File: src/rrts_pkg.sv
// Shared types and constants of the round-robin thread scheduler.
// No dependencies; used by every module of the block.
package rrts_pkg;

  localparam int MAX_THREADS_DEF = 32;
  localparam int MAX_CPUS_DEF    = 4;

  localparam int TID_W      = 5;
  localparam int CPU_IN_W   = 2;
  localparam int PSTATE_W   = 2;
  localparam int S_TDATA_W  = 16;
  localparam int M_TDATA_W  = 16;
  localparam int CMD_FIFO_DEPTH = 2;

  typedef enum logic {
    CMD_ADD   = 1'b0,
    CMD_SCHED = 1'b1
  } cmd_kind_e;

  typedef enum logic [PSTATE_W-1:0] {
    PST_FREE     = 2'd0,
    PST_SLEEPING = 2'd1,
    PST_READY    = 2'd2
  } pstate_e;

  // Classified request handed from the front to the back.
  typedef struct packed {
    cmd_kind_e             kind;
    logic [TID_W-1:0]      tid;
    logic [CPU_IN_W-1:0]   cpu;      // already wrapped below the CPU count
    logic                  add_err;
    pstate_e               pstate;
  } cmd_t;

endpackage

File: src/rrts_front.sv
// Front end: unpacks an input request and classifies it into a command.
// Depends on rrts_pkg.
module rrts_front #(
  parameter int MaxThreads = rrts_pkg::MAX_THREADS_DEF,
  parameter int MaxCpus    = rrts_pkg::MAX_CPUS_DEF
) (
  input  logic                           s_axis_tvalid,
  output logic                           s_axis_tready,
  input  logic [rrts_pkg::S_TDATA_W-1:0] s_axis_tdata,
  input  logic                           s_axis_tuser,
  input  logic                           fifo_full_i,
  output logic                           push_o,
  output rrts_pkg::cmd_t                 cmd_o
);

  localparam int WrapSteps = (1 << rrts_pkg::CPU_IN_W) - 1;

  logic [rrts_pkg::TID_W-1:0]    tid;
  logic [rrts_pkg::CPU_IN_W-1:0] cpu_in;
  logic                          dying;
  logic                          wants_sleep;
  logic [31:0]                   cpu_w;

  assign tid         = s_axis_tdata[4:0];
  assign cpu_in      = s_axis_tdata[6:5];
  assign dying       = s_axis_tdata[7];
  assign wants_sleep = s_axis_tdata[8];

  assign s_axis_tready = !fifo_full_i;
  assign push_o        = s_axis_tvalid && !fifo_full_i;

  // Wrap the CPU id below the CPU count by repeated subtraction.
  always_comb begin
    cpu_w = 32'(cpu_in);
    for (int i = 0; i < WrapSteps; i++) begin
      if (cpu_w >= 32'(MaxCpus)) begin
        cpu_w = cpu_w - 32'(MaxCpus);
      end
    end
  end

  always_comb begin
    cmd_o.kind    = rrts_pkg::cmd_kind_e'(s_axis_tuser);
    cmd_o.tid     = tid;
    cmd_o.cpu     = cpu_w[rrts_pkg::CPU_IN_W-1:0];
    cmd_o.add_err = (tid == '0) || (32'(tid) >= 32'(MaxThreads));
    if (s_axis_tuser == rrts_pkg::CMD_ADD) begin
      cmd_o.pstate = rrts_pkg::PST_FREE;
    end else if (dying) begin
      cmd_o.pstate = rrts_pkg::PST_FREE;
    end else if (wants_sleep) begin
      cmd_o.pstate = rrts_pkg::PST_SLEEPING;
    end else begin
      cmd_o.pstate = rrts_pkg::PST_READY;
    end
  end

endmodule

File: src/rrts_cmd_fifo.sv
// Short command queue between the front and the back.
// Depends on rrts_pkg.
module rrts_cmd_fifo (
  input  logic           clk_i,
  input  logic           rst_ni,
  input  logic           push_i,
  input  rrts_pkg::cmd_t data_i,
  output logic           full_o,
  input  logic           pop_i,
  output logic           valid_o,
  output rrts_pkg::cmd_t data_o
);

  localparam int Depth = rrts_pkg::CMD_FIFO_DEPTH;
  localparam int PtrW  = (Depth > 1) ? $clog2(Depth) : 1;
  localparam int CntW  = $clog2(Depth + 1);

  rrts_pkg::cmd_t  entry_q [Depth];
  logic [PtrW-1:0] wr_ptr_q, wr_ptr_d;
  logic [PtrW-1:0] rd_ptr_q, rd_ptr_d;
  logic [CntW-1:0] count_q, count_d;
  logic            do_push;
  logic            do_pop;

  assign full_o  = (count_q == CntW'(Depth));
  assign valid_o = (count_q != '0);
  assign data_o  = entry_q[rd_ptr_q];
  assign do_push = push_i && !full_o;
  assign do_pop  = pop_i && valid_o;

  always_comb begin
    wr_ptr_d = wr_ptr_q;
    rd_ptr_d = rd_ptr_q;
    count_d  = count_q;
    if (do_push) begin
      wr_ptr_d = (wr_ptr_q == PtrW'(Depth - 1)) ? '0 : wr_ptr_q + 1'b1;
    end
    if (do_pop) begin
      rd_ptr_d = (rd_ptr_q == PtrW'(Depth - 1)) ? '0 : rd_ptr_q + 1'b1;
    end
    if (do_push && !do_pop) begin
      count_d = count_q + 1'b1;
    end else if (do_pop && !do_push) begin
      count_d = count_q - 1'b1;
    end
  end

  always_ff @(posedge clk_i or negedge rst_ni) begin
    if (!rst_ni) begin
      wr_ptr_q <= '0;
      rd_ptr_q <= '0;
      count_q  <= '0;
    end else begin
      wr_ptr_q <= wr_ptr_d;
      rd_ptr_q <= rd_ptr_d;
      count_q  <= count_d;
    end
  end

  always_ff @(posedge clk_i) begin
    if (do_push) begin
      entry_q[wr_ptr_q] <= data_i;
    end
  end

endmodule

File: src/rrts_back.sv
// Back end: ready queue (link memory, head, tail), per-CPU current thread
// table and the result register. Depends on rrts_pkg.
module rrts_back #(
  parameter int MaxThreads = rrts_pkg::MAX_THREADS_DEF,
  parameter int MaxCpus    = rrts_pkg::MAX_CPUS_DEF
) (
  input  logic                           clk_i,
  input  logic                           rst_ni,
  input  logic                           cmd_valid_i,
  input  rrts_pkg::cmd_t                 cmd_i,
  output logic                           pop_o,
  output logic                           m_axis_tvalid,
  input  logic                           m_axis_tready,
  output logic [rrts_pkg::M_TDATA_W-1:0] m_axis_tdata
);

  localparam int LinkW = (MaxThreads > 1) ? $clog2(MaxThreads) : 1;
  localparam int CpuW  = (MaxCpus > 1) ? $clog2(MaxCpus) : 1;
  localparam int ResW  = 3 * rrts_pkg::TID_W - rrts_pkg::TID_W + rrts_pkg::PSTATE_W + 1;
  localparam int PadW  = rrts_pkg::M_TDATA_W - ResW;

  typedef logic [rrts_pkg::TID_W-1:0] tid_t;

  typedef enum logic {
    ST_IDLE,
    ST_EXEC
  } state_e;

  function automatic logic [rrts_pkg::M_TDATA_W-1:0] pack_result(
    input tid_t              nxt,
    input tid_t              prev,
    input rrts_pkg::pstate_e pst,
    input logic              err
  );
    return {{PadW{1'b0}}, err, pst, prev, nxt};
  endfunction

  state_e                          state_q, state_d;
  tid_t                            head_q, head_d;
  tid_t                            tail_q, tail_d;
  logic                            empty_q, empty_d;
  logic [MaxCpus-1:0]              cur_vld_q, cur_vld_d;
  rrts_pkg::cmd_t                  cmd_q, cmd_d;
  logic                            out_vld_q, out_vld_d;
  logic [rrts_pkg::M_TDATA_W-1:0]  out_data_q, out_data_d;

  tid_t                            link_mem [MaxThreads];
  tid_t                            cur_mem  [MaxCpus];
  tid_t                            link_rd_q;
  tid_t                            cur_rd_q;

  logic                            lw_en;
  logic [LinkW-1:0]                lw_addr;
  tid_t                            lw_data;
  logic                            lr_en;
  logic                            cw_en;
  logic                            cr_en;
  logic [CpuW-1:0]                 cpu_new;
  logic [CpuW-1:0]                 cpu_cur;

  tid_t                            prev;
  tid_t                            nxt;
  logic                            requeue;
  logic                            out_free;

  assign m_axis_tvalid = out_vld_q;
  assign m_axis_tdata  = out_data_q;
  assign out_free      = !out_vld_q || m_axis_tready;
  assign cpu_new       = CpuW'(cmd_i.cpu);
  assign cpu_cur       = CpuW'(cmd_q.cpu);
  assign prev          = cur_vld_q[cpu_cur] ? cur_rd_q : '0;
  assign requeue       = (cmd_q.pstate == rrts_pkg::PST_READY) && (prev != '0);

  always_comb begin
    state_d    = state_q;
    head_d     = head_q;
    tail_d     = tail_q;
    empty_d    = empty_q;
    cur_vld_d  = cur_vld_q;
    cmd_d      = cmd_q;
    out_vld_d  = out_vld_q;
    out_data_d = out_data_q;
    pop_o      = 1'b0;
    lw_en      = 1'b0;
    lw_addr    = LinkW'(tail_q);
    lw_data    = '0;
    lr_en      = 1'b0;
    cw_en      = 1'b0;
    cr_en      = 1'b0;
    nxt        = '0;

    if (out_vld_q && m_axis_tready) begin
      out_vld_d = 1'b0;
    end

    case (state_q)
      ST_IDLE: begin
        if (cmd_valid_i && out_free) begin
          pop_o = 1'b1;
          if (cmd_i.kind == rrts_pkg::CMD_ADD) begin
            // Append at the tail unless the add is rejected.
            if (!cmd_i.add_err) begin
              if (empty_q) begin
                head_d  = cmd_i.tid;
                empty_d = 1'b0;
              end else begin
                lw_en   = 1'b1;
                lw_data = cmd_i.tid;
              end
              tail_d = cmd_i.tid;
            end
            out_vld_d  = 1'b1;
            out_data_d = pack_result(cmd_i.tid, '0, rrts_pkg::PST_FREE, cmd_i.add_err);
          end else begin
            // Fetch the CPU's current thread and the head's successor.
            cmd_d   = cmd_i;
            cr_en   = 1'b1;
            lr_en   = 1'b1;
            state_d = ST_EXEC;
          end
        end
      end
      ST_EXEC: begin
        // Requeue the outgoing thread first.
        if (requeue) begin
          if (empty_q) begin
            head_d  = prev;
            empty_d = 1'b0;
          end else begin
            lw_en   = 1'b1;
            lw_data = prev;
          end
          tail_d = prev;
        end
        // Then dequeue the head; forward the link just written when the
        // head was the old tail.
        if (!empty_d) begin
          nxt = head_d;
          if (head_d == tail_d) begin
            empty_d = 1'b1;
          end else if (requeue && !empty_q && (head_q == tail_q)) begin
            head_d = prev;
          end else begin
            head_d = link_rd_q;
          end
        end
        cw_en              = 1'b1;
        cur_vld_d[cpu_cur] = 1'b1;
        out_vld_d          = 1'b1;
        out_data_d         = pack_result(nxt, prev, cmd_q.pstate, 1'b0);
        state_d            = ST_IDLE;
      end
      default: begin
        state_d = ST_IDLE;
      end
    endcase
  end

  always_ff @(posedge clk_i or negedge rst_ni) begin
    if (!rst_ni) begin
      state_q    <= ST_IDLE;
      head_q     <= '0;
      tail_q     <= '0;
      empty_q    <= 1'b1;
      cur_vld_q  <= '0;
      cmd_q      <= '0;
      out_vld_q  <= 1'b0;
      out_data_q <= '0;
    end else begin
      state_q    <= state_d;
      head_q     <= head_d;
      tail_q     <= tail_d;
      empty_q    <= empty_d;
      cur_vld_q  <= cur_vld_d;
      cmd_q      <= cmd_d;
      out_vld_q  <= out_vld_d;
      out_data_q <= out_data_d;
    end
  end

  always_ff @(posedge clk_i) begin
    if (lw_en) begin
      link_mem[lw_addr] <= lw_data;
    end
    if (lr_en) begin
      link_rd_q <= link_mem[LinkW'(head_q)];
    end
  end

  always_ff @(posedge clk_i) begin
    if (cw_en) begin
      cur_mem[cpu_cur] <= nxt;
    end
    if (cr_en) begin
      cur_rd_q <= cur_mem[cpu_new];
    end
  end

endmodule

File: src/round_robin_thread_scheduler_unit.sv
// Channel   Dir  tdata fields (low bit up)                            tuser
// s_axis    in   thread_id[4:0] cpu_id[6:5] dying[7] wants_sleep[8]   action
// m_axis    out  next[4:0] previous[9:5] prev_state[11:10] add_err[12] -
//
// An add completes in the idle state; a schedule needs the execute state,
// too, set by the registered reads of the current-thread table and link memory.
// Each request passes through the command queue and the result register.
// Reset clears head, tail and per-CPU valid bits and sets the empty flag at once.
// A two-entry command queue keeps accepting, until it is full, while the result register waits.
module round_robin_thread_scheduler_unit #(
  parameter int MaxThreads = rrts_pkg::MAX_THREADS_DEF,
  parameter int MaxCpus    = rrts_pkg::MAX_CPUS_DEF
) (
  input  logic                           clk_i,
  input  logic                           rst_ni,
  input  logic                           s_axis_tvalid,
  output logic                           s_axis_tready,
  // thread_id, cpu_id, current_dying, current_wants_sleep, zero pad
  input  logic [rrts_pkg::S_TDATA_W-1:0] s_axis_tdata,
  // action
  input  logic                           s_axis_tuser,
  output logic                           m_axis_tvalid,
  input  logic                           m_axis_tready,
  // next_thread, previous_thread, previous_new_state, add_error, zero pad
  output logic [rrts_pkg::M_TDATA_W-1:0] m_axis_tdata
);

  logic           push;
  logic           fifo_full;
  logic           fifo_valid;
  logic           pop;
  rrts_pkg::cmd_t cmd_in;
  rrts_pkg::cmd_t cmd_out;

  rrts_front #(
    .MaxThreads(MaxThreads),
    .MaxCpus   (MaxCpus)
  ) u_front (
    .s_axis_tvalid(s_axis_tvalid),
    .s_axis_tready(s_axis_tready),
    .s_axis_tdata (s_axis_tdata),
    .s_axis_tuser (s_axis_tuser),
    .fifo_full_i  (fifo_full),
    .push_o       (push),
    .cmd_o        (cmd_in)
  );

  rrts_cmd_fifo u_fifo (
    .clk_i  (clk_i),
    .rst_ni (rst_ni),
    .push_i (push),
    .data_i (cmd_in),
    .full_o (fifo_full),
    .pop_i  (pop),
    .valid_o(fifo_valid),
    .data_o (cmd_out)
  );

  rrts_back #(
    .MaxThreads(MaxThreads),
    .MaxCpus   (MaxCpus)
  ) u_back (
    .clk_i        (clk_i),
    .rst_ni       (rst_ni),
    .cmd_valid_i  (fifo_valid),
    .cmd_i        (cmd_out),
    .pop_o        (pop),
    .m_axis_tvalid(m_axis_tvalid),
    .m_axis_tready(m_axis_tready),
    .m_axis_tdata (m_axis_tdata)
  );

endmodule

File: config.mk
export PLATFORM = sky130hd
export DESIGN_NAME = round_robin_thread_scheduler_unit
export DESIGN_NICKNAME = d
export VERILOG_FILES = /design/src/rrts_pkg.sv /design/src/rrts_front.sv /design/src/rrts_cmd_fifo.sv /design/src/rrts_back.sv /design/src/round_robin_thread_scheduler_unit.sv
export SDC_FILE = /design/constraint.sdc
export NUM_CORES = 1
export LEC_CHECK = 0
export ABC_CLOCK_PERIOD_IN_PS = 3500
export BUFFER_PORTS_ARGS = -buffer_cell sky130_fd_sc_hd__buf_4
export CAP_MARGIN = 20
export CORE_MARGIN = 10
export CORE_UTILIZATION = 55
export CTS_BUF_LIST = sky130_fd_sc_hd__clkbuf_4 sky130_fd_sc_hd__clkbuf_8 sky130_fd_sc_hd__clkbuf_16
export CTS_CLUSTER_DIAMETER = 30
export DETAILED_ROUTE_END_ITERATION = 12
export PLACE_DENSITY = 0.72
export SYNTH_ARGS = -nofsm -noshare
export SYNTH_HDL_FRONTEND = slang
export SYNTH_SLANG_ARGS = --single-unit
File: constraint.sdc
create_clock -name clk_i -period 3.5 [get_ports clk_i]
set_input_delay 0.525 -clock clk_i [delete_from_list [all_inputs] [get_ports clk_i]]
set_output_delay 0.525 -clock clk_i [all_outputs]
set_load 0.01 [all_outputs]
* Yosys cells after proc, flatten, opt, wreduce, memory -nomap -nowiden *
Memories as Yosys holds them, arrays and structs flattened. A register that Yosys moved wholly into a read port is not among the register bits.
Index checks and enable logic that the tools add are counted.

storage, ports and cells
  flip-flop bits (word level) = 41
  bits in writable memories = 202
  input port bits = 21
  output and inout bits = 18
  memories kept = 3

memories
  memory           depth  width  rd ports  clocked after memory_dff  write ports  line                 source
  u_back.link_mem  32     5      1         1                         1            rrts_back.sv:47      tid_t link_mem [MaxThreads];
  u_fifo.entry_q   2      11     1         0                         1            rrts_cmd_fifo.sv:18  rrts_pkg::cmd_t entry_q [Depth];
  u_back.cur_mem   4      5      1         1                         1            rrts_back.sv:48      tid_t cur_mem [MaxCpus];

cells by class
  add/sub/neg operators = 4
  order comparisons = 2
  equality and inequality tests = 8
  muxes and demuxes = 72
  bitwise logic cells = 2
  reductions and logical operators = 25

operators by type and width
  cell                                                    count
  two-way mux 5 bit                                       24
  two-way mux 16 bit                                      2
  case mux 16 bit (2 select lines)                        1
  two-way mux 1 bit                                       31
  case mux 5 bit (2 select lines)                         3
  logical AND 1 bit                                       11
  == test 5 bit                                           2
  two-way mux 2 bit                                       5
  case mux 1 bit (2 select lines)                         4
  AND reduction 3 bit                                     2
  zero test 1 bit                                         5
  zero test 5 bit                                         1
  nonzero test 5 bit                                      1
  == test 2 bit (second input constant)                   2
  inequality test 2 x 1 -> 1 bit (second input constant)  2
  inequality test 2 bit (second input constant)           2
  OR 4 bit                                                1
  AND reduction 4 bit                                     1
  nonzero test 2 bit                                      2
  < comparator 2 x 3 -> 1 bit (second input constant)     1
  adder 1 bit (second input constant)                     2
  adder 2 x 1 -> 2 bit (second input constant)            1
  binary-select mux 1 bit (select 2 bit)                  1
  demux 1 bit (select 2 bit)                              1
  5 further kinds                                         5

* Depth between registers and ports, before layout *
Gate-level depths: netlist of run 1.

  depth in word-level cells = 11
  mapped depth = 7
  gate-level depth less buffers = 7

* Hierarchy *
From an unflattened synthesis of run 1, not the netlist that was laid out.

second synthesis, totals
  cell total of the unflattened synthesis = 629
  area, all modules = 10628.9 um^2

modules (own cells, without submodules)
  module         instances  cells an instance  area an instance (um^2)
  rrts_back      1          562                9491.6
  rrts_cmd_fifo  1          53                 1039.7
  rrts_front     1          14                 97.6

* Least setup slack after synthesis of run 1 *
Ideal clock, no wire load.

  path kind = register to register
  from = register u_back.cmd_q (netlist bit u_back.cpu_cur[0])
  to = memory u_back.link_mem[0][3] in the netlist's numbering (data pin)
  setup time = 0.377 ns
  arrival time = 2.125 ns
  path slack = 0.998 ns
  stages on the path, launching flop included = 6
  cells stage by stage = dfrtp_1 mux4_2 o211ai_2 nor2_1 nand2_1 a21oi_1

between the ends
  cells in the longest elaborated chain, start to end = 7
  elaborated cells between the ends (all ways) = 8

ends and longest elaborated chain
  element                                    line              source
  start, declared                            rrts_back.sv:43   rrts_pkg::cmd_t cmd_q, cmd_d;
  start signal, assigned                     rrts_back.sv:175  cmd_q <= cmd_d;
  binary-select mux 1 bit (select 2 bit) *   rrts_back.sv:71   assign prev = cur_vld_q[cpu_cur] ? cur_rd_q : '0;
  two-way mux 1 bit (implied by the code) *  rrts_back.sv:71
  two-way mux 5 bit *                        rrts_back.sv:71
  nonzero test 5 bit                         rrts_back.sv:72   assign requeue = (cmd_q.pstate == rrts_pkg::PST_READY) && (prev != '0);
  logical AND 1 bit                          rrts_back.sv:72
  two-way mux 5 bit *                        rrts_back.sv:125  if (requeue) begin
  case mux 5 bit (2 select lines) *          rrts_back.sv:96   case (state_q)
  net u_back.lw_data[3]                      rrts_back.sv:54   tid_t lw_data;
  end, declared                              rrts_back.sv:47

The timed path passes the listed nets; every way through them passes the cells marked *. The select of a mux whose other input is x is not followed.

* Worst setup path after layout of run 1 *
  from = register u_back.cmd_q (netlist bit u_back.cpu_cur[0])
  to = memory u_back.link_mem[15][0] in the netlist's numbering, enable pin

between the ends
  cells in the longest elaborated chain, start to end = 9

ends and longest elaborated chain
  element                                  line              source
  binary-select mux 1 bit (select 2 bit)   rrts_back.sv:71
  two-way mux 1 bit (implied by the code)  rrts_back.sv:71
  two-way mux 5 bit                        rrts_back.sv:71
  nonzero test 5 bit                       rrts_back.sv:72
  logical AND 1 bit                        rrts_back.sv:72
  two-way mux 1 bit                        rrts_back.sv:125
  case mux 1 bit (2 select lines)          rrts_back.sv:96
  two-way mux 1 bit                        rrts_back.sv:182  if (lw_en) begin
  two-way mux 1 bit (implied by the code)  rrts_back.sv:183  link_mem[lw_addr] <= lw_data;

No other way between the ends. The select of a mux whose other input is x is not followed.

==> flow_summary.json, run 1 <==
{
  "timing_worst_setup_path_type": "register to register",
  "synth_top_cells_by_area": "edfxtp_1, mux4_2, dfrtp_1",
  "hpwl_um": 13900,
  "port_buffers": 28,
  "die_h_um": 157,
  "clk_pin_slew_worst_paths_ps": 50,
  "cpPeakStageDelay_ps": 550,
  "worstPathRequired_ps": 3670,
  "ir_drop_mv": 0.463,
  "synth_top_area_frac": 0.616,
  "grt_max_degree": 39,
  "final_cell_count_no_fill": 923,
  "clkSinkCount": 250,
  "grt_usage": 0.182,
  "drive_above_1_share": 0.300,
  "antenna_found_initial": 0,
  "nets": 675,
  "syn2layout_area_growth_pct": 20.3,
  "grt_pass1_vias": 5941,
  "synth_area_um2": 10300,
  "ys_ff_latch": 250,
  "syn_area_per_cell_um2": 17.4,
  "synth_seq_area_share": 0.708,
  "cts_setup_buffers": 0,
  "synth_edf_count": 212,
  "drv_cap": 0,
  "viasPerCell": 6.16,
  "placed_cells": 839,
  "fin_crit_ps": 2800,
  "synth_flop_cell": "edfxtp_1",
  "cpMaxStageDelayCell": "mux4_2",
  "n_antenna_cell": 0,
  "synthArstFlopShare": 0.152,
  "initial_utilization": 0.557,
  "rows": 50,
  "mostFrequentLayoutCells": "edfxtp_1, mux4_2, nor2_1, nand2_1, buf_4",
  "clock_latency_ps": 540,
  "max_freq_ghz": 0.358,
  "wire_per_inst_um": 23.7,
  "crit_fanout": 12,
  "ios": 39,
  "p_leak_nw": 4.40,
  "yosys.area.top_type": "edfxtp_1",
  "drv_slew": 0,
  "clock-root-buffer": "clkbuf_16",
  "place.gp.congestion": 0.868,
  "die_w_um": 157,
  "worstSetupStartpointType": "register",
  "finalSetupViolCount": 0,
  "cts_tree": "yes",
  "cp_top_family": "simple AND/OR/NAND/NOR gates",
  "whs_ps": 193,
  "power_density_nw_per_um2": 977,
  "slew_headroom": 0.314,
  "grt-ovfl-total": 0,
  "arrival_ps": 2960,
  "drtPass1Iterations": 5,
  "critPathBufInv": 0,
  "dieArea_um2": 24700,
  "post-route-period-util": 0.799,
  "worstMarginPinSlew_ps": 1030,
  "fin_setup_tns_ps": 0,
  "worst_setup_path_end_kind": "register",
  "yosysWarnings": 0,
  "cts.path.max_buffers": 3,
  "drt_iter0_markers": 568,
  "grt_pass1_wl_um": 34100,
  "synth_cell_type_count": 55,
  "hold_viol": 0,
  "route.detailed.drc": 0,
  "worstPathCellList": "mux4_2 > o2111ai_1 > a21oi_1 > nand4b_1 > nor2_1",
  "vias": 5687,
  "ant_nets": 0,
  "fin_skew_ps": 30.2,
  "final_util": 0.670,
  "status": "finished, final reports clean",
  "wirelength_um": 21900,
  "hold_path_class": "primary input to register",
  "final_common_cell": "edfxtp_1",
  "htree_num_levels": 2,
  "cts_buffers": 44,
  "postSynthCellCount": 596,
  "rsz0062_at_grt": "false",
  "n_fill_cell": 1182,
  "coreArea_um2": 18600
}
-- layout make-up --
| class | count | area [um2] | share of cell area |
|---|---|---|---|
| Tap cell | 234 | 293 | 0.0235 |
| Clock inverter | 34 | 452 | 0.0363 |
| Sequential cell | 250 | 7320 | 0.588 |
| Timing Repair Buffer | 47 | 375 | 0.0302 |
| Clock buffer | 48 | 1130 | 0.0909 |
| Inverter | 5 | 18.8 | 0.00151 |
| Multi-Input combinational cell | 305 | 2860 | 0.229 |
-- sequential cells by signal (all words and copies together) (netlist names), 2 cells and up --
name	cells
u_back.m_axis_tdata	13
u_back.cur_mem	20
u_back.cmd_q	2
u_back.lw_addr	5
u_fifo.count_q	2
u_back.link_rd_q	5
u_back.cur_rd_q	5
u_fifo.entry_q	22
u_back.head_q	5
u_back.link_mem	160
u_back.cur_vld_q	4
u_back.cpu_cur	2
-- worst reg2reg max path, delay by kind of cell, from the launching register on --
| kind | cells | cell delay [ps] |
|---|---|---|
| AOI/OAI and AO/OA | 2 | 700 |
| muxes | 1 | 550 |
| and+or+nand+nor | 2 | 770 |
| DFF | 1 | 430 |
-- synthesized netlist by cell type (4+ instances only) --
cell / n
mux2i_1: 18
buf_2: 6
nand2_1: 47
nor3_1: 6
o32a_1: 5
clkbuf_1: 20
a22o_1: 4
buf_1: 8
xnor2_1: 11
mux4_2: 56
o21ai_0: 7
inv_1: 4
nand2b_1: 4
a31oi_1: 5
a21oi_1: 15
or2_2: 6
nor2_1: 53
o221ai_2: 5
nand3_1: 4
edfxtp_1: 212
dfrtp_1: 37
-- stage by stage --
stage          power (mW)  worst slack [ps]  instance area [um2]
6_report             12.2               705                12400
5_1_grt              12.7               490                12400
4_1_cts              12.2               685                12400
3_5_place_dp         7.68               716                10800
3_3_place_gp         7.57               805                10800
2_1_floorplan        6.61               998                10300
-- worst paths after layout --
check / startpoint / endpoint / slack (ps) / cells past startpoint
setup / recovery: u_back.cpu_cur[0]$_DFFE_PN0P_ / u_back.link_mem[15][0]$_DFFE_PP_ / 700 / 5
hold / removal: s_axis_tdata[6] / u_fifo.entry_q[0][4]$_DFFE_PP_ / 190 / 1
setup reg to reg: u_back.cpu_cur[0]$_DFFE_PN0P_ / u_back.link_mem[15][0]$_DFFE_PP_ / 700 / 5
hold reg to reg: u_back.cur_vld_q[3]$_DFFE_PN0P_ / u_back.cur_vld_q[3]$_DFFE_PN0P_ / 470 / 1
max in group asynchronous: rst_ni / u_back.head_q[1]$_DFFE_PN0P_ / 2580 / 2
min in group asynchronous: rst_ni / u_back.cur_vld_q[3]$_DFFE_PN0P_ / 520 / 2
-- cell families (layout without fill, tap and decap cells) --
group	after synthesis	in the layout	share of synthesized area
adder cells (fa/ha/maj)	1	1	0.00121
AND/OR/NAND/NOR	143	143	0.0632
other	1	3	0.000363
flip-flops	250	250	0.708
buffers and inverters	43	134	0.0181
multiplexers	78	78	0.144
XOR/XNOR	14	14	0.0119
AO/OA/AOI/OAI	66	66	0.0536
-- routing by layer --
layer | vias up | global-route usage | routed length, um
met5 | - | 0.00431 | 0
met4 | 0 | 0.0752 | 596
met3 | 54 | 0.0396 | 1410
met2 | 216 | 0.286 | 10800
met1 | 2926 | 0.243 | 9140
li1 | 2491 | - | -
-- where the power goes --
group	internal [mW]	switching [mW]
logic	1.47	1.87
clock network	2.97	1.51
registers	3.93	0.420
-- repair_timing --
| action | CTS | global route |
|---|---|---|
| resized for setup | 0 | 0 |
| hold buffers | 1 | 0 |
| hold endpoints to repair | 37 | 0 |
| endpoints found under the setup margin | 0 | 0 |
No activity file was read; power rests on OpenSTA's default activity.
==> run 2: changes to the inputs <==
--- a/config.mk
+++ b/config.mk
@@ -5,7 +5,8 @@
 export SDC_FILE = /design/constraint.sdc
 export NUM_CORES = 1
 export LEC_CHECK = 0
-export ABC_CLOCK_PERIOD_IN_PS = 3500
+export ABC_AREA = 1
+export ABC_CLOCK_PERIOD_IN_PS = 2500
 export BUFFER_PORTS_ARGS = -buffer_cell sky130_fd_sc_hd__buf_4
 export CAP_MARGIN = 20
 export CORE_MARGIN = 10
@@ -13,7 +14,7 @@
 export CTS_BUF_LIST = sky130_fd_sc_hd__clkbuf_4 sky130_fd_sc_hd__clkbuf_8 sky130_fd_sc_hd__clkbuf_16
 export CTS_CLUSTER_DIAMETER = 30
 export DETAILED_ROUTE_END_ITERATION = 12
-export PLACE_DENSITY = 0.72
+export PLACE_DENSITY = 0.75
 export SYNTH_ARGS = -nofsm -noshare
 export SYNTH_HDL_FRONTEND = slang
 export SYNTH_SLANG_ARGS = --single-unit
==> constraint.sdc (replaced) <==
create_clock -name clk_i -period 2.5 [get_ports clk_i]
set_input_delay 0.375 -clock clk_i [delete_from_list [all_inputs] [get_ports clk_i]]
set_output_delay 0.375 -clock clk_i [all_outputs]
set_load 0.01 [all_outputs]
==> flow_summary.json, run 2 <==
{
  "arrival_ps": 2630,
  "die_h_um": 159,
  "synth_seq_area_share": 0.690,
  "rr_worst_depth": 13,
  "viasPerCell": 5.84,
  "slew_headroom": 0.392,
  "fin_crit_ps": 2380,
  "place.gp.congestion": 0.913,
  "fin_skew_ps": 25.8,
  "cts_tree": "yes",
  "synth_area_um2": 10600,
  "drt_iter0_markers": 1085,
  "ir_drop_mv": 0.840,
  "synth_edf_count": 212,
  "vias": 7870,
  "max_freq_ghz": 0.420,
  "cpMaxStageDelayCell": "dfrtp_1",
  "n_antenna_cell": 0,
  "synth_flop_cell": "edfxtp_1",
  "die_w_um": 159,
  "synth_cell_type_count": 43,
  "drtPass1Iterations": 5,
  "rows": 50,
  "timing_worst_setup_path_type": "register to register",
  "grt_pass1_wl_um": 42400,
  "dpl-instance-area_um2": 11700,
  "grt_pass1_vias": 7799,
  "crit_fanout": 5,
  "syn2layout_area_growth_pct": 25.8,
  "hold_path_class": "primary input to register",
  "synth_common_cells": "edfxtp_1, nor2_1, nand2_1",
  "mostFrequentLayoutCells": "edfxtp_1, nor2_1, nand2_1, o21ai_0, buf_4",
  "antenna_found_initial": 0,
  "post-route-period-util": 0.952,
  "wirelength_um": 26700,
  "syn_area_per_cell_um2": 11.3,
  "wire_per_inst_um": 19.8,
  "use_met2": 0.323,
  "clk_pin_slew_worst_paths_ps": 50,
  "ys_ff_latch": 250,
  "htree_num_levels": 2,
  "worstSetupStartpointType": "register",
  "worst_setup_path_end_kind": "register",
  "worstPathRequired_ps": 2740,
  "grt_use_met1": 0.278,
  "top_regs": "u_back.link_mem x160, u_fifo.entry_q x22, u_back.cur_mem x20",
  "grt-ovfl-total": 0,
  "clock-root-buffer": "clkbuf_16",
  "grt_usage": 0.205,
  "synth_top_cells_by_area": "edfxtp_1, dfrtp_1, nor2_1",
  "finalSetupViolCount": 0,
  "drv_cap": 0,
  "final_common_cell": "edfxtp_1",
  "cts_buffers": 47,
  "nets": 1070,
  "crit_top_cell": "nor2_2",
  "final_util": 0.708,
  "cts.path.max_buffers": 3,
  "worstMarginPinSlew_ps": 905,
  "route.detailed.drc": 0,
  "synth_top_area_frac": 0.600,
  "clkSinkCount": 250,
  "dieArea_um2": 25200,
  "initial_utilization": 0.563,
  "coreArea_um2": 18800,
  "hold_viol": 0,
  "synthArstFlopShare": 0.152,
  "busiest_layer": "met2",
  "grtUsageMet3": 0.0413,
  "yosysWarnings": 0,
  "drv_slew": 0,
  "p_leak_nw": 5.07,
  "stdcell_area_um2": 13300,
  "yosys.area.top_type": "edfxtp_1",
  "yosysMostFrequentCell": "edfxtp_1",
  "hpwl_um": 16300,
  "drive_above_1_share": 0.224,
  "grt_max_degree": 54,
  "port_buffers": 28,
  "top_register": "u_back.link_mem",
  "power_density_nw_per_um2": 1400,
  "clock_latency_ps": 530,
  "status": "finished, final reports clean",
  "postSynthCellCount": 935,
  "cpPeakStageDelay_ps": 370,
  "largest_reg_flops": 160,
  "min_path_cells": 2,
  "ant_nets": 0,
  "worstPathCellList": "inv_1 > a21oi_1 > inv_1 > nor2_2 > inv_2 > nor2_2 > inv_2 > nor2_2 > nand2_2 > a21oi_4 > nand3_1 > nor2_1 > buf_4",
  "ios": 39
}
run 2: cell types whose count changed after synthesis, moves of 21 or more:
cell / delta
mux4_2: -56
nand2_1: +83
nand3_1: +21
o221ai_1: +37
nor2_1: +133
inv_1: +34
o21ai_0: +104
run 2: area by class of cell:
type | count | area, um2
tap | 260 | 325
clock inverter | 36 | 363
fill | 1283 | 5500
clock buffer | 52 | 1240
inverter | 45 | 171
timing repair buffer | 110 | 895
multi-input combinational | 594 | 3020
sequential | 250 | 7320
run 2: power by group:
| group | switching [mW] | internal (mW) |
|---|---|---|
| clock network | 2.11 | 4.11 |
| logic | 4.40 | 2.12 |
| registers | 0.464 | 5.53 |
| total | 6.97 | 11.8 |
run 2: logic make-up after synthesis:
kind of cell	after synthesis	share of synthesized area
other cells	1	0.000354
fa+ha+maj	1	0.00118
xor+xnor	3	0.00248
flops	250	0.690
compound gates	202	0.119
simple gates	385	0.151
buf+inv	93	0.0353
run 2: worst paths after layout:
path	startpoint	slack (ps)	end
setup / recovery	u_fifo.count_q[0]$_DFFE_PN0P_	120	u_back.link_mem[20][0]$_DFFE_PP_
hold / removal	m_axis_tready	30	u_back.m_axis_tvalid$_DFF_PN0_
setup reg to reg	u_fifo.count_q[0]$_DFFE_PN0P_	120	u_back.link_mem[20][0]$_DFFE_PP_
hold reg to reg	u_back.cur_vld_q[0]$_DFFE_PN0P_	470	u_back.cur_vld_q[0]$_DFFE_PN0P_
max in group asynchronous	rst_ni	1750	u_back.cpu_cur[0]$_DFFE_PN0P_
min in group asynchronous	rst_ni	360	u_back.cmd_q[0]$_DFFE_PN0P_
run 2: worst max-delay path, delay by kind of cell (launching register included):
kind                   cells  cell delay [ps]
AOI/OAI and AO/OA          2              420
buffers and inverters      5              450
DFF                        1              370
and+or+nand+nor            6              870
run 2: what timing repair did:
action,4_1_cts,5_1_grt
endpoints found under the hold margin,37,0
setup buffers,0,3
hold buffers,1,0
resized for setup,0,13
endpoints found under the setup margin,0,147
run 2: through the flow:
stage	TNS, ps	hold WS, ps	total power, mW	worst slack, ps	std cells
2_1_floorplan	-10940	79.4	9.79	-114	937
3_3_place_gp	0	379	12.1	170	1255
3_5_place_dp	0	381	12.2	118	1255
4_1_cts	0	19.6	18.6	75.7	1344
5_1_grt	-201	20.0	19.7	-24.7	1347
6_report	0	30.5	18.7	119	1347
run 2: per-layer routing:
| metal | vias up | routed length [um] |
|---|---|---|
| li1 | 3595 | - |
| met1 | 3813 | 11100 |
| met2 | 392 | 12700 |
| met3 | 70 | 2170 |
| met4 | 0 | 709 |
| met5 | - | 0 |
==> run 3: changes to the inputs <==
--- a/config.mk
+++ b/config.mk
@@ -10,11 +10,11 @@
 export BUFFER_PORTS_ARGS = -buffer_cell sky130_fd_sc_hd__buf_4
 export CAP_MARGIN = 20
 export CORE_MARGIN = 10
-export CORE_UTILIZATION = 55
+export CORE_UTILIZATION = 51
 export CTS_BUF_LIST = sky130_fd_sc_hd__clkbuf_4 sky130_fd_sc_hd__clkbuf_8 sky130_fd_sc_hd__clkbuf_16
 export CTS_CLUSTER_DIAMETER = 30
 export DETAILED_ROUTE_END_ITERATION = 12
-export PLACE_DENSITY = 0.75
+export PLACE_DENSITY = 0.7
 export SYNTH_ARGS = -nofsm -noshare
 export SYNTH_HDL_FRONTEND = slang
 export SYNTH_SLANG_ARGS = --single-unit
==> flow_summary.json, run 3 (same netlist as run 2, synthesis figures left out) <==
{
  "status": "finished, final reports clean",
  "clock_latency_ps": 520,
  "largest_reg_flops": 160,
  "cts_tree": "yes",
  "worstMarginPinSlew_ps": 914,
  "internal_power_mw": 11.6,
  "power_mw": 18.3,
  "grt_pass1_vias": 7642,
  "grt-ovfl-total": 0,
  "power_density_nw_per_um2": 1380,
  "ant_nets": 0,
  "place.gp.congestion": 0.935,
  "ios": 39,
  "cts_buffers": 43,
  "worst_setup_path_end_kind": "register",
  "stdcell_area_um2": 13200,
  "drive_above_1_share": 0.215,
  "fin_skew_ps": 28.0,
  "antenna_found_initial": 0,
  "max_freq_ghz": 0.427,
  "hold_path_class": "primary input to register",
  "drv_cap": 0,
  "worstPathCellList": "inv_2 > nand2_1 > nand2_1 > nand2_2 > nand2_4 > o31ai_4 > nand2_4 > nand2_4 > nor2_4 > nand2_1 > a21oi_4 > nand3_2 > nor2_1 > buf_4",
  "cts.path.max_buffers": 3,
  "top_regs": "u_back.link_mem x160, u_fifo.entry_q x22, u_back.cur_mem x20",
  "htree_num_levels": 2,
  "p_leak_nw": 5.01,
  "wire_per_inst_um": 19.4,
  "combPwrFrac": 0.352,
  "port_buffers": 28,
  "top_register": "u_back.link_mem",
  "grt_max_degree": 42,
  "clkSinkCount": 250,
  "hold_viol": 0,
  "drv_slew": 0,
  "dpl-instance-area_um2": 11700,
  "p_seq_frac": 0.327,
  "drt_iter0_markers": 897,
  "viasPerCell": 5.71,
  "syn2layout_area_growth_pct": 24.9,
  "clk_pin_slew_worst_paths_ps": 50,
  "final_util": 0.650,
  "p_sw_mw": 6.69,
  "busiest_layer": "met2",
  "final_common_cell": "edfxtp_1",
  "initial_utilization": 0.521,
  "fin_setup_tns_ps": 0,
  "cp_top_family": "simple AND/OR/NAND/NOR gates",
  "clkPwrFrac": 0.322,
  "rsz0062_at_grt": "true",
  "drtPass1Iterations": 8,
  "grt_usage": 0.196,
  "route.detailed.drc": 0,
  "netSwitchingFraction": 0.366,
  "mostFrequentLayoutCells": "edfxtp_1, nor2_1, nand2_1, o21ai_0, buf_4",
  "slew_headroom": 0.386,
  "grt_pass1_wl_um": 41300,
  "hpwl_um": 16500,
  "nets": 1065,
  "die_h_um": 164,
  "clock-root-buffer": "clkbuf_16",
  "vias": 7681,
  "dieArea_um2": 27000,
  "n_fill_cell": 1508,
  "timing_worst_setup_path_type": "register to register",
  "arrival_ps": 2570,
  "use_met2": 0.312,
  "n_antenna_cell": 0,
  "cpPeakStageDelay_ps": 420,
  "post-route-period-util": 0.938,
  "coreArea_um2": 20400,
  "crit_fanout": 8,
  "fin_crit_ps": 2340,
  "grtUsageMet3": 0.0458,
  "finalSetupViolCount": 0,
  "wirelength_um": 26100,
  "critPathBufInv": 2,
  "worstPathRequired_ps": 2730,
  "die_w_um": 164,
  "ir_drop_mv": 0.710,
  "rows": 52,
  "grt_use_met1": 0.257,
  "worstSetupStartpointType": "register",
  "cpMaxStageDelayCell": "dfrtp_1"
}
-- run 3: changes by cell type in the layout (fill, tap and decap cells not counted), moves of 2 or more --
cell	previous run	this run
clkbuf_16	48	44
clkinv_1	6	3
inv_6	5	2
buf_4	103	101
clkbuf_4	3	5
clkinv_2	9	7
clkinv_4	5	3
nand2_2	6	4
nor2_1	183	185
nor2_2	7	5
-- run 3: per-layer routing --
layer,routed length [um],share of wire,vias up
li1,-,-,3579
met1,10800,0.41,3706
met2,12500,0.48,342
met3,2280,0.087,54
met4,591,0.023,0
met5,0,0,-
-- run 3: power by group through the flow --
stage	Combinational [mW]	Sequential, mW	Clock [mW]
final	6.43	5.98	5.89
after global routing	7.08	6.04	6.15
after CTS	6.24	5.97	5.95
after detailed placement	6.19	6.03	0
after global placement	6.07	6.02	0
after floorplan	3.91	5.88	0
-- run 3: final cells by class --
type | count | area (um2) | area share
well taps | 270 | 338 | 0.0255
repair buffers | 109 | 900 | 0.0680
inverters | 45 | 169 | 0.0128
clock buffers | 51 | 1170 | 0.0881
multi-input cells | 594 | 3030 | 0.229
clock inverters | 27 | 319 | 0.0241
flip-flops and latches | 250 | 7320 | 0.553
-- run 3: worst paths after layout --
path,from,endpoint,slack [ps],cells past startpoint
worst max-delay path,u_back.cpu_cur[0]$_DFFE_PN0P_,u_back.link_mem[12][4]$_DFFE_PP_,160,14
max in group asynchronous,rst_ni,u_back.head_q[0]$_DFFE_PN0P_,1720,2
min in group asynchronous,rst_ni,u_back.lw_addr[4]$_DFFE_PN0P_,390,2
worst min-delay path,s_axis_tdata[6],u_fifo.entry_q[1][4]$_DFFE_PP_,60,1
worst min register to register,u_back.cur_vld_q[3]$_DFFE_PN0P_,u_back.cur_vld_q[3]$_DFFE_PN0P_,460,1
worst max register to register,u_back.cpu_cur[0]$_DFFE_PN0P_,u_back.link_mem[12][4]$_DFFE_PP_,160,14
-- run 3: what timing repair did --
item	4_1_cts	5_1_grt
buffers inserted	0	4
hold buffers	1	0
hold endpoints to repair	37	0
gates resized for setup	0	10
setup endpoints to repair	0	114
-- run 3: stage by stage --
| step | hold slack, ps | setup WS (ps) | std cells |
|---|---|---|---|
| 3_3_place_gp | 384 | 114 | 1263 |
| 6_report | 64.6 | 156 | 1346 |
| 3_5_place_dp | 385 | 62.7 | 1263 |
| 2_1_floorplan | 79.4 | -114 | 937 |
| 4_1_cts | 48.8 | 59.9 | 1342 |
| 5_1_grt | 49.9 | -29.7 | 1346 |
-- run 3: worst register-to-register path, delay by kind of cell, from the launching register on --
kind                   cells  cell delay [ps]
AOI/OAI and AO/OA          2              370
buffers and inverters      2              250
DFF                        1              420
and+or+nand+nor           10             1020
